$ cat config.mk
export PLATFORM = sky130hd
export DESIGN_NAME = tensor_tile_burst_address_generator
export DESIGN_NICKNAME = d
export VERILOG_FILES = /design/src/rtl/tttbag_pkg.sv /design/src/rtl/tttbag_stride.sv /design/src/rtl/tttbag_walker.sv /design/src/rtl/tttbag_addr_pipe.sv /design/src/rtl/tensor_tile_burst_address_generator.sv
export VERILOG_INCLUDE_DIRS = /design/src /design/src/rtl
export SDC_FILE = /design/constraint.sdc
export NUM_CORES = 2
export LEC_CHECK = 0
export ABC_AREA = 1
export ABC_CLOCK_PERIOD_IN_PS = 5540
export BUFFER_PORTS_ARGS = -buffer_cell sky130_fd_sc_hd__buf_4
export CORE_AREA = 2 2 288 432
export CTS_CLUSTER_SIZE = 8
export DETAILED_ROUTE_END_ITERATION = 8
export DIE_AREA = 0 0 290 434
export GPL_TIMING_DRIVEN = 0
export PLACE_DENSITY = 0.85
export SYNTH_ARGS = -nofsm -noshare
export SYNTH_HDL_FRONTEND = slang
export SYNTH_HIERARCHICAL = 1
export SYNTH_SLANG_ARGS = --single-unit
export TNS_END_PERCENT = 100
$ cat constraint.sdc
create_clock -name aclk -period 5.54 [get_ports aclk]
set_clock_uncertainty 0.05 [all_clocks]
set_input_delay 0.554 -clock aclk [delete_from_list [all_inputs] [get_ports aclk]]
set_output_delay 0.554 -clock aclk [all_outputs]
set_load 0.02 [all_outputs]
$ cat src/rtl/tensor_tile_burst_address_generator_defines.svh
// Assertion macros shared by the tensor tile burst address generator RTL.
// Included by the modules that carry concurrent checks; no other dependencies.
`ifndef TENSOR_TILE_BURST_ADDRESS_GENERATOR_DEFINES_SVH
`define TENSOR_TILE_BURST_ADDRESS_GENERATOR_DEFINES_SVH

`ifndef SYNTHESIS
// Check that a property holds at every clock edge out of reset.
`define TTTBAG_ASSERT(label, clk, rstn, prop, msg) \
    label: assert property (@(posedge clk) disable iff (!rstn) prop) else $error(msg);
// Check that a condition never holds out of reset.
`define TTTBAG_ASSERT_NEVER(label, clk, rstn, cond, msg) \
    label: assert property (@(posedge clk) disable iff (!rstn) !(cond)) else $error(msg);
`else
`define TTTBAG_ASSERT(label, clk, rstn, prop, msg)
`define TTTBAG_ASSERT_NEVER(label, clk, rstn, cond, msg)
`endif

`endif

$ cat src/rtl/tttbag_pkg.sv
// Shared types and constants for the tensor tile burst address generator.
// No dependencies; imported by every RTL module of the block.
`timescale 1ns / 1ps

package tttbag_pkg;

    localparam int ADDR_W      = 40;
    localparam int IDX_W       = 32;
    localparam int REG_W       = 13;
    localparam int CFG_INDEX_W = 3;
    localparam int LEVELS      = 4;

    // Counter levels, innermost first
    localparam int LVL_INNER  = 0;
    localparam int LVL_THIRD  = 1;
    localparam int LVL_SECOND = 2;
    localparam int LVL_OUTER  = 3;

    typedef enum logic [CFG_INDEX_W-1:0] {
        REG_BASE_ADDRESS      = 3'd0,
        REG_TILE_COUNT_OUTER  = 3'd1,
        REG_TILE_COUNT_SECOND = 3'd2,
        REG_TILE_COUNT_THIRD  = 3'd3,
        REG_TILE_COUNT_INNER  = 3'd4,
        REG_FULL_DIM_SECOND   = 3'd5,
        REG_FULL_DIM_THIRD    = 3'd6,
        REG_FULL_DIM_INNER    = 3'd7
    } cfg_reg_t;

    localparam logic       OP_START     = 1'b0;
    localparam logic       OP_NEXT      = 1'b1;
    localparam logic [1:0] KIND_OUTPUT  = 2'd2;
    localparam logic [1:0] KIND_UNKNOWN = 2'd3;
    localparam logic       ACTION_STORE = 1'b1;

    // Per-element control that rides along with the counter snapshot
    typedef struct packed {
        logic write_req;
        logic first;
        logic last;
    } item_ctl_t;

endpackage

$ cat src/rtl/tttbag_stride.sv
// Stride products for the tensor tile walk, rebuilt after each register write.
// Depends on tttbag_pkg; reports when the products are settled.
`timescale 1ns / 1ps

module tttbag_stride
    import tttbag_pkg::*;
(
    input  logic             aclk,
    input  logic             aresetn,
    input  logic             cfg_write,
    input  logic [REG_W-1:0] full_dim_second,
    input  logic [REG_W-1:0] full_dim_third,
    input  logic [REG_W-1:0] full_dim_inner,
    output logic [IDX_W-1:0] stride_outer,
    output logic [IDX_W-1:0] stride_second,
    output logic [IDX_W-1:0] stride_third,
    output logic             settled
);

    localparam int               SETTLE_W      = 2;
    localparam logic [SETTLE_W-1:0] SETTLE_CYCLES = SETTLE_W'(2);

    logic [IDX_W-1:0]    s0_reg;
    logic [IDX_W-1:0]    s1_reg;
    logic [IDX_W-1:0]    s2_reg;
    logic [SETTLE_W-1:0] settle_reg;
    logic [SETTLE_W-1:0] settle_next;

    // Two multiplier stages: third*inner, then second*(third*inner)
    always_ff @(posedge aclk) begin
        s2_reg <= IDX_W'(full_dim_inner);
        s1_reg <= IDX_W'(full_dim_third) * IDX_W'(full_dim_inner);
        s0_reg <= IDX_W'(full_dim_second) * s1_reg;
    end

    always_comb begin
        settle_next = settle_reg;
        if (cfg_write) begin
            settle_next = SETTLE_CYCLES;
        end else if (settle_reg != '0) begin
            settle_next = settle_reg - SETTLE_W'(1);
        end
    end

    always_ff @(posedge aclk) begin
        if (!aresetn) begin
            settle_reg <= SETTLE_CYCLES;
        end else begin
            settle_reg <= settle_next;
        end
    end

    assign stride_outer  = s0_reg;
    assign stride_second = s1_reg;
    assign stride_third  = s2_reg;
    assign settled       = (settle_reg == '0);

endmodule

$ cat src/rtl/tttbag_walker.sv
// Tile walker: start and next handling, four nested counters, last detection.
// Depends on tttbag_pkg and the assertion macro header.
`timescale 1ns / 1ps
`include "tensor_tile_burst_address_generator_defines.svh"

module tttbag_walker
    import tttbag_pkg::*;
#(
    parameter int COUNT_BITS = 12
) (
    input  logic                               aclk,
    input  logic                               aresetn,
    input  logic                               accept,
    input  logic                               op,
    input  logic [1:0]                         data_kind,
    input  logic                               action,
    input  logic [IDX_W-1:0]                   tile_offset,
    input  logic [LEVELS-1:0][REG_W-1:0]       ext,
    output logic                               issue,
    output item_ctl_t                          ctl,
    output logic [LEVELS-1:0][COUNT_BITS-1:0]  cnt,
    output logic [IDX_W-1:0]                   offset
);

    localparam int CMP_W = (COUNT_BITS + 1 > REG_W) ? COUNT_BITS + 1 : REG_W;
    localparam logic [CMP_W-1:0] CAP = {{(CMP_W-1){1'b0}}, 1'b1} << COUNT_BITS;

    logic [LEVELS-1:0][COUNT_BITS-1:0] cnt_reg;
    logic [LEVELS-1:0][COUNT_BITS-1:0] cnt_next;
    logic [IDX_W-1:0]                  saved_offset_reg;
    logic [IDX_W-1:0]                  saved_offset_next;
    logic                              write_mode_reg;
    logic                              write_mode_next;
    logic                              tile_active_reg;
    logic                              tile_active_next;
    logic                              prev_valid_reg;
    logic                              prev_valid_next;

    logic [LEVELS-1:0]      at_end;
    logic [LEVELS-1:0]      ext_zero;
    logic [LEVELS:0]        carry;
    logic [LEVELS-1:0][COUNT_BITS-1:0] cnt_step;
    logic                   tile_last;
    logic                   any_zero;
    logic [CMP_W-1:0]       cnt_inc [LEVELS];

    // Extents above the counter range saturate at 2^COUNT_BITS
    always_comb begin
        for (int l = 0; l < LEVELS; l++) begin
            cnt_inc[l]  = CMP_W'(cnt_reg[l]) + CMP_W'(1);
            at_end[l]   = (cnt_inc[l] >= CMP_W'(ext[l])) || (cnt_inc[l] >= CAP);
            ext_zero[l] = (ext[l] == '0);
        end
    end

    // Ripple carry from the innermost counter outward
    always_comb begin
        carry[0] = 1'b1;
        for (int l = 0; l < LEVELS; l++) begin
            carry[l+1] = carry[l] && at_end[l];
            if (!carry[l]) begin
                cnt_step[l] = cnt_reg[l];
            end else if (at_end[l]) begin
                cnt_step[l] = '0;
            end else begin
                cnt_step[l] = cnt_reg[l] + COUNT_BITS'(1);
            end
        end
    end

    assign tile_last = &at_end;
    assign any_zero  = |ext_zero;
    assign issue     = accept && (op == OP_NEXT) && tile_active_reg && !any_zero;

    always_comb begin
        cnt_next          = cnt_reg;
        saved_offset_next = saved_offset_reg;
        write_mode_next   = write_mode_reg;
        tile_active_next  = tile_active_reg;
        prev_valid_next   = prev_valid_reg;
        if (accept) begin
            if (op == OP_START) begin
                cnt_next          = '0;
                saved_offset_next = tile_offset;
                write_mode_next   = (data_kind == KIND_OUTPUT) && (action == ACTION_STORE);
                tile_active_next  = (data_kind != KIND_UNKNOWN);
                prev_valid_next   = 1'b0;
            end else if (tile_active_reg) begin
                if (any_zero) begin
                    // empty tile: end it without a beat
                    tile_active_next = 1'b0;
                end else begin
                    cnt_next        = cnt_step;
                    prev_valid_next = 1'b1;
                    if (tile_last) begin
                        tile_active_next = 1'b0;
                    end
                end
            end
        end
    end

    always_ff @(posedge aclk) begin
        if (!aresetn) begin
            cnt_reg         <= '0;
            write_mode_reg  <= 1'b0;
            tile_active_reg <= 1'b0;
            prev_valid_reg  <= 1'b0;
        end else begin
            cnt_reg         <= cnt_next;
            write_mode_reg  <= write_mode_next;
            tile_active_reg <= tile_active_next;
            prev_valid_reg  <= prev_valid_next;
        end
    end

    always_ff @(posedge aclk) begin
        saved_offset_reg <= saved_offset_next;
    end

    assign ctl.write_req = write_mode_reg;
    assign ctl.first     = !prev_valid_reg;
    assign ctl.last      = tile_last;
    assign cnt           = cnt_reg;
    assign offset        = saved_offset_reg;

    `TTTBAG_ASSERT(a_last_ends_tile, aclk, aresetn, (issue && tile_last) |=> !tile_active_reg, "tile still active after last element")
    `TTTBAG_ASSERT(a_start_clears, aclk, aresetn, (accept && (op == OP_START)) |=> ((cnt_reg == '0) && !prev_valid_reg), "start did not clear the walk")
    `TTTBAG_ASSERT(a_issue_marks_prev, aclk, aresetn, issue |=> prev_valid_reg, "issued element not recorded")

endmodule

$ cat src/rtl/tttbag_addr_pipe.sv
// Address pipeline: stride products, index sum, byte address, burst
// alignment and duplicate suppression. Depends on tttbag_pkg and the macro header.
`timescale 1ns / 1ps
`include "tensor_tile_burst_address_generator_defines.svh"

module tttbag_addr_pipe
    import tttbag_pkg::*;
#(
    parameter int COUNT_BITS    = 12,
    parameter int ELEMENT_BYTES = 4,
    parameter int BURST_SHIFT   = 6
) (
    input  logic                              aclk,
    input  logic                              aresetn,
    input  logic                              in_valid,
    output logic                              in_ready,
    input  item_ctl_t                         in_ctl,
    input  logic [LEVELS-1:0][COUNT_BITS-1:0] in_cnt,
    input  logic [IDX_W-1:0]                  in_offset,
    input  logic [ADDR_W-1:0]                 base_address,
    input  logic [IDX_W-1:0]                  stride_outer,
    input  logic [IDX_W-1:0]                  stride_second,
    input  logic [IDX_W-1:0]                  stride_third,
    output logic                              m_tvalid,
    input  logic                              m_tready,
    output logic [ADDR_W-1:0]                 m_burst_address,
    output logic                              m_write_req,
    output logic                              m_request_valid,
    output logic                              m_last
);

    localparam logic [ADDR_W-1:0] BURST_MASK =
        ~((ADDR_W'(1) << BURST_SHIFT) - ADDR_W'(1));

    logic v1_reg, v2_reg, v3_reg, v4_reg;
    logic en2, en3, en4;

    logic [LEVELS-1:0][COUNT_BITS-1:0] cnt1_reg;
    logic [IDX_W-1:0]                  off1_reg;
    item_ctl_t                         ctl1_reg;
    logic [LEVELS-1:0][IDX_W-1:0]      term2_reg;
    logic [IDX_W-1:0]                  off2_reg;
    item_ctl_t                         ctl2_reg;
    logic [IDX_W-1:0]                  idx3_reg;
    item_ctl_t                         ctl3_reg;
    logic [ADDR_W-1:0]                 burst_reg;
    logic                              write_req_reg;
    logic                              request_valid_reg;
    logic                              last_reg;
    logic [ADDR_W-1:0]                 prev_burst_reg;

    logic [ADDR_W-1:0] byte_addr;
    logic [ADDR_W-1:0] aligned_addr;

    // A stage may load when it is empty or its contents move on
    assign en4      = !v4_reg || m_tready;
    assign en3      = !v3_reg || en4;
    assign en2      = !v2_reg || en3;
    assign in_ready = !v1_reg || en2;

    always_ff @(posedge aclk) begin
        if (!aresetn) begin
            v1_reg <= 1'b0;
            v2_reg <= 1'b0;
            v3_reg <= 1'b0;
            v4_reg <= 1'b0;
        end else begin
            if (in_ready) begin
                v1_reg <= in_valid;
            end
            if (en2) begin
                v2_reg <= v1_reg;
            end
            if (en3) begin
                v3_reg <= v2_reg;
            end
            if (en4) begin
                v4_reg <= v3_reg;
            end
        end
    end

    assign byte_addr    = base_address + ADDR_W'(idx3_reg) * ADDR_W'(ELEMENT_BYTES);
    assign aligned_addr = byte_addr & BURST_MASK;

    always_ff @(posedge aclk) begin
        if (in_ready && in_valid) begin
            cnt1_reg <= in_cnt;
            off1_reg <= in_offset;
            ctl1_reg <= in_ctl;
        end
        if (en2 && v1_reg) begin
            term2_reg[LVL_INNER]  <= IDX_W'(cnt1_reg[LVL_INNER]);
            term2_reg[LVL_THIRD]  <= IDX_W'(IDX_W'(cnt1_reg[LVL_THIRD]) * stride_third);
            term2_reg[LVL_SECOND] <= IDX_W'(IDX_W'(cnt1_reg[LVL_SECOND]) * stride_second);
            term2_reg[LVL_OUTER]  <= IDX_W'(IDX_W'(cnt1_reg[LVL_OUTER]) * stride_outer);
            off2_reg              <= off1_reg;
            ctl2_reg              <= ctl1_reg;
        end
        if (en3 && v2_reg) begin
            // index wraps at 32 bits
            idx3_reg <= off2_reg + term2_reg[LVL_OUTER] + term2_reg[LVL_SECOND]
                      + term2_reg[LVL_THIRD] + term2_reg[LVL_INNER];
            ctl3_reg <= ctl2_reg;
        end
        if (en4 && v3_reg) begin
            burst_reg         <= aligned_addr;
            write_req_reg     <= ctl3_reg.write_req;
            request_valid_reg <= ctl3_reg.first || (aligned_addr != prev_burst_reg);
            last_reg          <= ctl3_reg.last;
            prev_burst_reg    <= aligned_addr;
        end
    end

    assign m_tvalid        = v4_reg;
    assign m_burst_address = burst_reg;
    assign m_write_req     = write_req_reg;
    assign m_request_valid = request_valid_reg;
    assign m_last          = last_reg;

    `TTTBAG_ASSERT(a_first_requested, aclk, aresetn, (v3_reg && en4 && ctl3_reg.first) |=> request_valid_reg, "first address of a tile suppressed")
    `TTTBAG_ASSERT(a_prev_tracks_out, aclk, aresetn, (v3_reg && en4) |=> (prev_burst_reg == burst_reg), "previous burst out of step with output")
    `TTTBAG_ASSERT_NEVER(a_burst_aligned, aclk, aresetn, v4_reg && ((burst_reg & ~BURST_MASK) != '0), "output address not burst aligned")

endmodule

$ cat src/rtl/tensor_tile_burst_address_generator.sv
// Tensor tile burst address generator: config registers, walker, stride and
// address pipeline. Depends on tttbag_pkg, tttbag_stride, tttbag_walker, tttbag_addr_pipe.
`timescale 1ns / 1ps

// Walks a four-level tile inside a stored tensor and issues one burst-aligned
// byte address per "next" beat. A beat is taken every cycle while s_tready is
// high; each result passes through capture, stride products, index sum and
// address add with duplicate check, and the four-entry pipeline keeps taking
// beats while a result waits on m_tready until every stage holds an element.
// Start beats, beats outside an active tile and beats that meet a zero extent
// produce no result. After each register write s_tready stays low while the
// tensor strides pass through the two registered multipliers of the stride
// unit; the register channel itself is always ready.

module tensor_tile_burst_address_generator
    import tttbag_pkg::*;
#(
    parameter int ELEMENT_BYTES = 4,
    parameter int BURST_SHIFT   = 6,
    parameter int COUNT_BITS    = 12
) (
    input  logic                   aclk,
    input  logic                   aresetn,
    input  logic                   s_tvalid,
    output logic                   s_tready,
    input  logic [31:0]            s_tdata,   // [31:0] tile_offset
    input  logic [3:0]             s_tuser,   // [0] op, [2:1] data_kind, [3] action
    output logic                   m_tvalid,
    input  logic                   m_tready,
    output logic [39:0]            m_tdata,   // [39:0] burst_address
    output logic [1:0]             m_tuser,   // [0] write_req, [1] request_valid
    output logic                   m_tlast,
    input  logic                   cfg_valid,
    output logic                   cfg_ready,
    input  logic [CFG_INDEX_W-1:0] cfg_index,
    input  logic [ADDR_W-1:0]      cfg_data
);

    logic [ADDR_W-1:0]                 base_address_reg;
    logic [LEVELS-1:0][REG_W-1:0]      ext_reg;
    logic [REG_W-1:0]                  full_dim_second_reg;
    logic [REG_W-1:0]                  full_dim_third_reg;
    logic [REG_W-1:0]                  full_dim_inner_reg;

    logic                              cfg_write;
    logic                              accept;
    logic                              settled;
    logic                              pipe_ready;
    logic                              issue;
    item_ctl_t                         item_ctl;
    logic [LEVELS-1:0][COUNT_BITS-1:0] item_cnt;
    logic [IDX_W-1:0]                  item_offset;
    logic [IDX_W-1:0]                  stride_outer;
    logic [IDX_W-1:0]                  stride_second;
    logic [IDX_W-1:0]                  stride_third;
    logic [ADDR_W-1:0]                 out_burst_address;
    logic                              out_write_req;
    logic                              out_request_valid;
    logic                              out_last;

    assign cfg_ready = 1'b1;
    assign cfg_write = cfg_valid && cfg_ready;

    always_ff @(posedge aclk) begin
        if (!aresetn) begin
            base_address_reg    <= '0;
            ext_reg             <= {LEVELS{REG_W'(1)}};
            full_dim_second_reg <= REG_W'(1);
            full_dim_third_reg  <= REG_W'(1);
            full_dim_inner_reg  <= REG_W'(1);
        end else if (cfg_write) begin
            case (cfg_reg_t'(cfg_index))
                REG_BASE_ADDRESS:      base_address_reg      <= cfg_data;
                REG_TILE_COUNT_OUTER:  ext_reg[LVL_OUTER]    <= cfg_data[REG_W-1:0];
                REG_TILE_COUNT_SECOND: ext_reg[LVL_SECOND]   <= cfg_data[REG_W-1:0];
                REG_TILE_COUNT_THIRD:  ext_reg[LVL_THIRD]    <= cfg_data[REG_W-1:0];
                REG_TILE_COUNT_INNER:  ext_reg[LVL_INNER]    <= cfg_data[REG_W-1:0];
                REG_FULL_DIM_SECOND:   full_dim_second_reg   <= cfg_data[REG_W-1:0];
                REG_FULL_DIM_THIRD:    full_dim_third_reg    <= cfg_data[REG_W-1:0];
                REG_FULL_DIM_INNER:    full_dim_inner_reg    <= cfg_data[REG_W-1:0];
                default:               base_address_reg      <= base_address_reg;
            endcase
        end
    end

    assign s_tready = pipe_ready && settled;
    assign accept   = s_tvalid && s_tready;

    tttbag_stride u_stride (
        .aclk            (aclk),
        .aresetn         (aresetn),
        .cfg_write       (cfg_write),
        .full_dim_second (full_dim_second_reg),
        .full_dim_third  (full_dim_third_reg),
        .full_dim_inner  (full_dim_inner_reg),
        .stride_outer    (stride_outer),
        .stride_second   (stride_second),
        .stride_third    (stride_third),
        .settled         (settled)
    );

    tttbag_walker #(
        .COUNT_BITS (COUNT_BITS)
    ) u_walker (
        .aclk        (aclk),
        .aresetn     (aresetn),
        .accept      (accept),
        .op          (s_tuser[0]),
        .data_kind   (s_tuser[2:1]),
        .action      (s_tuser[3]),
        .tile_offset (s_tdata),
        .ext         (ext_reg),
        .issue       (issue),
        .ctl         (item_ctl),
        .cnt         (item_cnt),
        .offset      (item_offset)
    );

    tttbag_addr_pipe #(
        .COUNT_BITS    (COUNT_BITS),
        .ELEMENT_BYTES (ELEMENT_BYTES),
        .BURST_SHIFT   (BURST_SHIFT)
    ) u_addr_pipe (
        .aclk            (aclk),
        .aresetn         (aresetn),
        .in_valid        (issue),
        .in_ready        (pipe_ready),
        .in_ctl          (item_ctl),
        .in_cnt          (item_cnt),
        .in_offset       (item_offset),
        .base_address    (base_address_reg),
        .stride_outer    (stride_outer),
        .stride_second   (stride_second),
        .stride_third    (stride_third),
        .m_tvalid        (m_tvalid),
        .m_tready        (m_tready),
        .m_burst_address (out_burst_address),
        .m_write_req     (out_write_req),
        .m_request_valid (out_request_valid),
        .m_last          (out_last)
    );

    assign m_tdata = out_burst_address;
    assign m_tuser = {out_request_valid, out_write_req};
    assign m_tlast = out_last;

endmodule

==> impl_metrics.ini <==
[run_status]
outcome = complete, but fails checks
failed_checks = DRC, setup timing

[placed_design]
dp.cells = 10700
numPortBuffers = 121
pre_cts_slack_ns = -1.90
place.gp.congestion = 1.01
placed_area_um2 = 76000
hpwl_um = 179000

[route]
drtIter0Drc = 5183
dr.pass1.iters = 9
wl_met3_um = 18700
routed_via_density = 5.58
wl_per_cell_um = 20.6
drc = 4
routed-wl-met2_um = 110000
ant_nets = 0
highest-signal-layer = met5
wl_met1_um = 72800
wl_um = 227000
num_vias = 61300

[timing]
hold_violations = 0
whs_ns = 0.0481
slew_headroom_pct = 10.4
setup_ws_ns = -0.173
tightest_slew_ns = 1.34
slew_violations = 0
fin_crit_ns = 5.71
final-setup-viol-count = 19
layout_worst_path_cycle_share_pct = 103
max_freq_mhz = 175
rsz0062_at_grt = true

[pwr]
p_per_area_nw_per_um2 = 355
p_leak_nw = 42.9
p_total_w = 0.0291
ir_worst_vdd_mv = 0.901

[floorplan]
dieWidth_um = 290
rows = 157
dieHeight_um = 434
initial_core_util_pct = 59.7
ios = 130
core-area_um2 = 122000
die_area_um2 = 126000

[critical_path]
critPathRequiredTime_ns = 5.83
path_class = reg2reg
reg2reg_from = u_addr_pipe/cnt1_reg[39]
cp_max_fo = 10
reg2reg_to = u_addr_pipe/term2_reg[113]
path_cells = buf_6 > buf_4 > buf_8 > nand2_1 > fa_1 > fa_1 > inv_1 > fa_1 > fa_1 > inv_1 > fa_1 > inv_1 > ha_4 > nand2_2 > inv_2 > a21oi_2 > o221ai_2 > a21oi_2 > buf_4 > xnor2_1
critPathSlowestCell = xnor2_1
r2r_setup_slack_ns = -0.17
critPathMaxStageDelay_ns = 0.72
worstPathArrival_ns = 6.00
crit_top_cell = fa_1
cp-end-kind = register
ff2ff_path_depth = 20
worstSetupStartpointType = register

[min_path]
whs_endpoint = u_walker/offset[12]
min_path_type = in2reg
holdPathStages = 1
holdCritStartpoint = s_tdata[12]

[cts]
cts_buffer_depth = 3
clk_transition_reported_paths_ns = 0.05
clock-sinks = 587
htree_levels = 3
cts_buffers = 84
cts_tree = yes
root_buffer = clkbuf_16
clkLatencyLatePin_ns = 0.68

[global_route]
grt-ovfl-total = 0
grt_pass1_wl_um = 344000
grt_max_degree = 86
antenna_found_initial = 14
grt_use_total_pct = 35.9
grt_pass1_vias = 64700

[run]
cap_violations = 0

[logic_synthesis]
syn_area_um2 = 72800
synthCells = 8982
yosysWarnings = 6
synth.avg_cell_area_um2 = 8.11

[layout]
final_area_um2 = 82000
drive_gt1_share_pct = 10.9
area_growth_pct = 12.6
nNetsFinal = 11000
stdcell_count = 11000
largest_register_ffs = 108
## metrics by stage
step / util, % / TNS, ns
3_3_place_gp: 62.2 / -164.39
2_1_floorplan: - / 0
3_5_place_dp: 62.3 / -49.32
4_1_cts: 66.0 / -0.0757
5_1_grt: 67.2 / -2.94
6_report: 67.2 / -1.36
## critical path, delay by kind of cell (launching register included)
kind	cells	cell delay, ns
AO/OA/AOI/OAI	3	0.37
XOR/XNOR	1	0.72
adder cells (fa/ha/maj)	6	2.81
buffers and inverters	8	0.89
flip-flops	1	0.38
AND/OR/NAND/NOR	2	0.16
## worst max-delay path by stage
stage                                   from                    endpoint  slack [ns]  cells past startpoint
floorplan           u_addr_pipe/cnt1_reg[29]   u_addr_pipe/term2_reg[92]        0.11                     20
global placement    u_addr_pipe/cnt1_reg[42]  u_addr_pipe/term2_reg[124]       -1.84                     21
detailed placement  u_addr_pipe/cnt1_reg[42]  u_addr_pipe/term2_reg[124]       -1.90                     21
CTS                 u_addr_pipe/cnt1_reg[42]  u_addr_pipe/term2_reg[124]       -0.03                     20
global route        u_addr_pipe/cnt1_reg[30]   u_addr_pipe/term2_reg[93]       -0.20                     22
finish              u_addr_pipe/cnt1_reg[39]  u_addr_pipe/term2_reg[113]       -0.17                     20
## power breakdown
group / switching (W) / internal (W) / total, W
sequential: 0.000172 / 0.00513 / 0.00531
combinational: 0.0122 / 0.00674 / 0.0189
clock: 0.00205 / 0.00284 / 0.00489
total: 0.0144 / 0.0147 / 0.0291
## cell type report
type                            instances  area (µm²)
Clock buffer                          136        2300
Timing Repair Buffer                  257        2160
Sequential cell                       587       15200
Fill cell                            9301       40000
Inverter                             2287        8590
Buffer                                336        2350
Clock inverter                          9         168
Multi-Input combinational cell       5780       49200
Antenna cell                            7        17.5
Tap cell                             1590        1990
## layer usage
layer / vias to the layer above / track usage (%)
met3: 1263 / 6.13
met2: 3476 / 62.2
met1: 29600 / 36.9
li1: 27000 / -
met4: 10 / 33.8
met5: - / 0
## what timing repair did
action / 4_1_cts / 5_1_grt
endpoints found under the setup margin: 78 / 61
hold endpoints to repair: 25 / 0
buffers inserted: 48 / 54
gates resized for setup: 466 / 378
cloned: 0 / 2
pin swaps: 36 / 90
hold buffers: 25 / 0
## layout by cell type, fill, tap and decap left out, drive strengths merged, types with 18 or more instances in the layout
cell type	instances
dlygate4sd3	25
nor3	47
a21oi	282
fa	1156
dfxtp	257
o21bai	18
inv	2287
buf	374
edfxtp	330
clkbuf	330
ha	416
nor2	535
nand3	323
nand4	59
o21ai	125
xor2	172
conb	32
xnor2	99
nand2	2422
(Power assumes the default switching activity.)
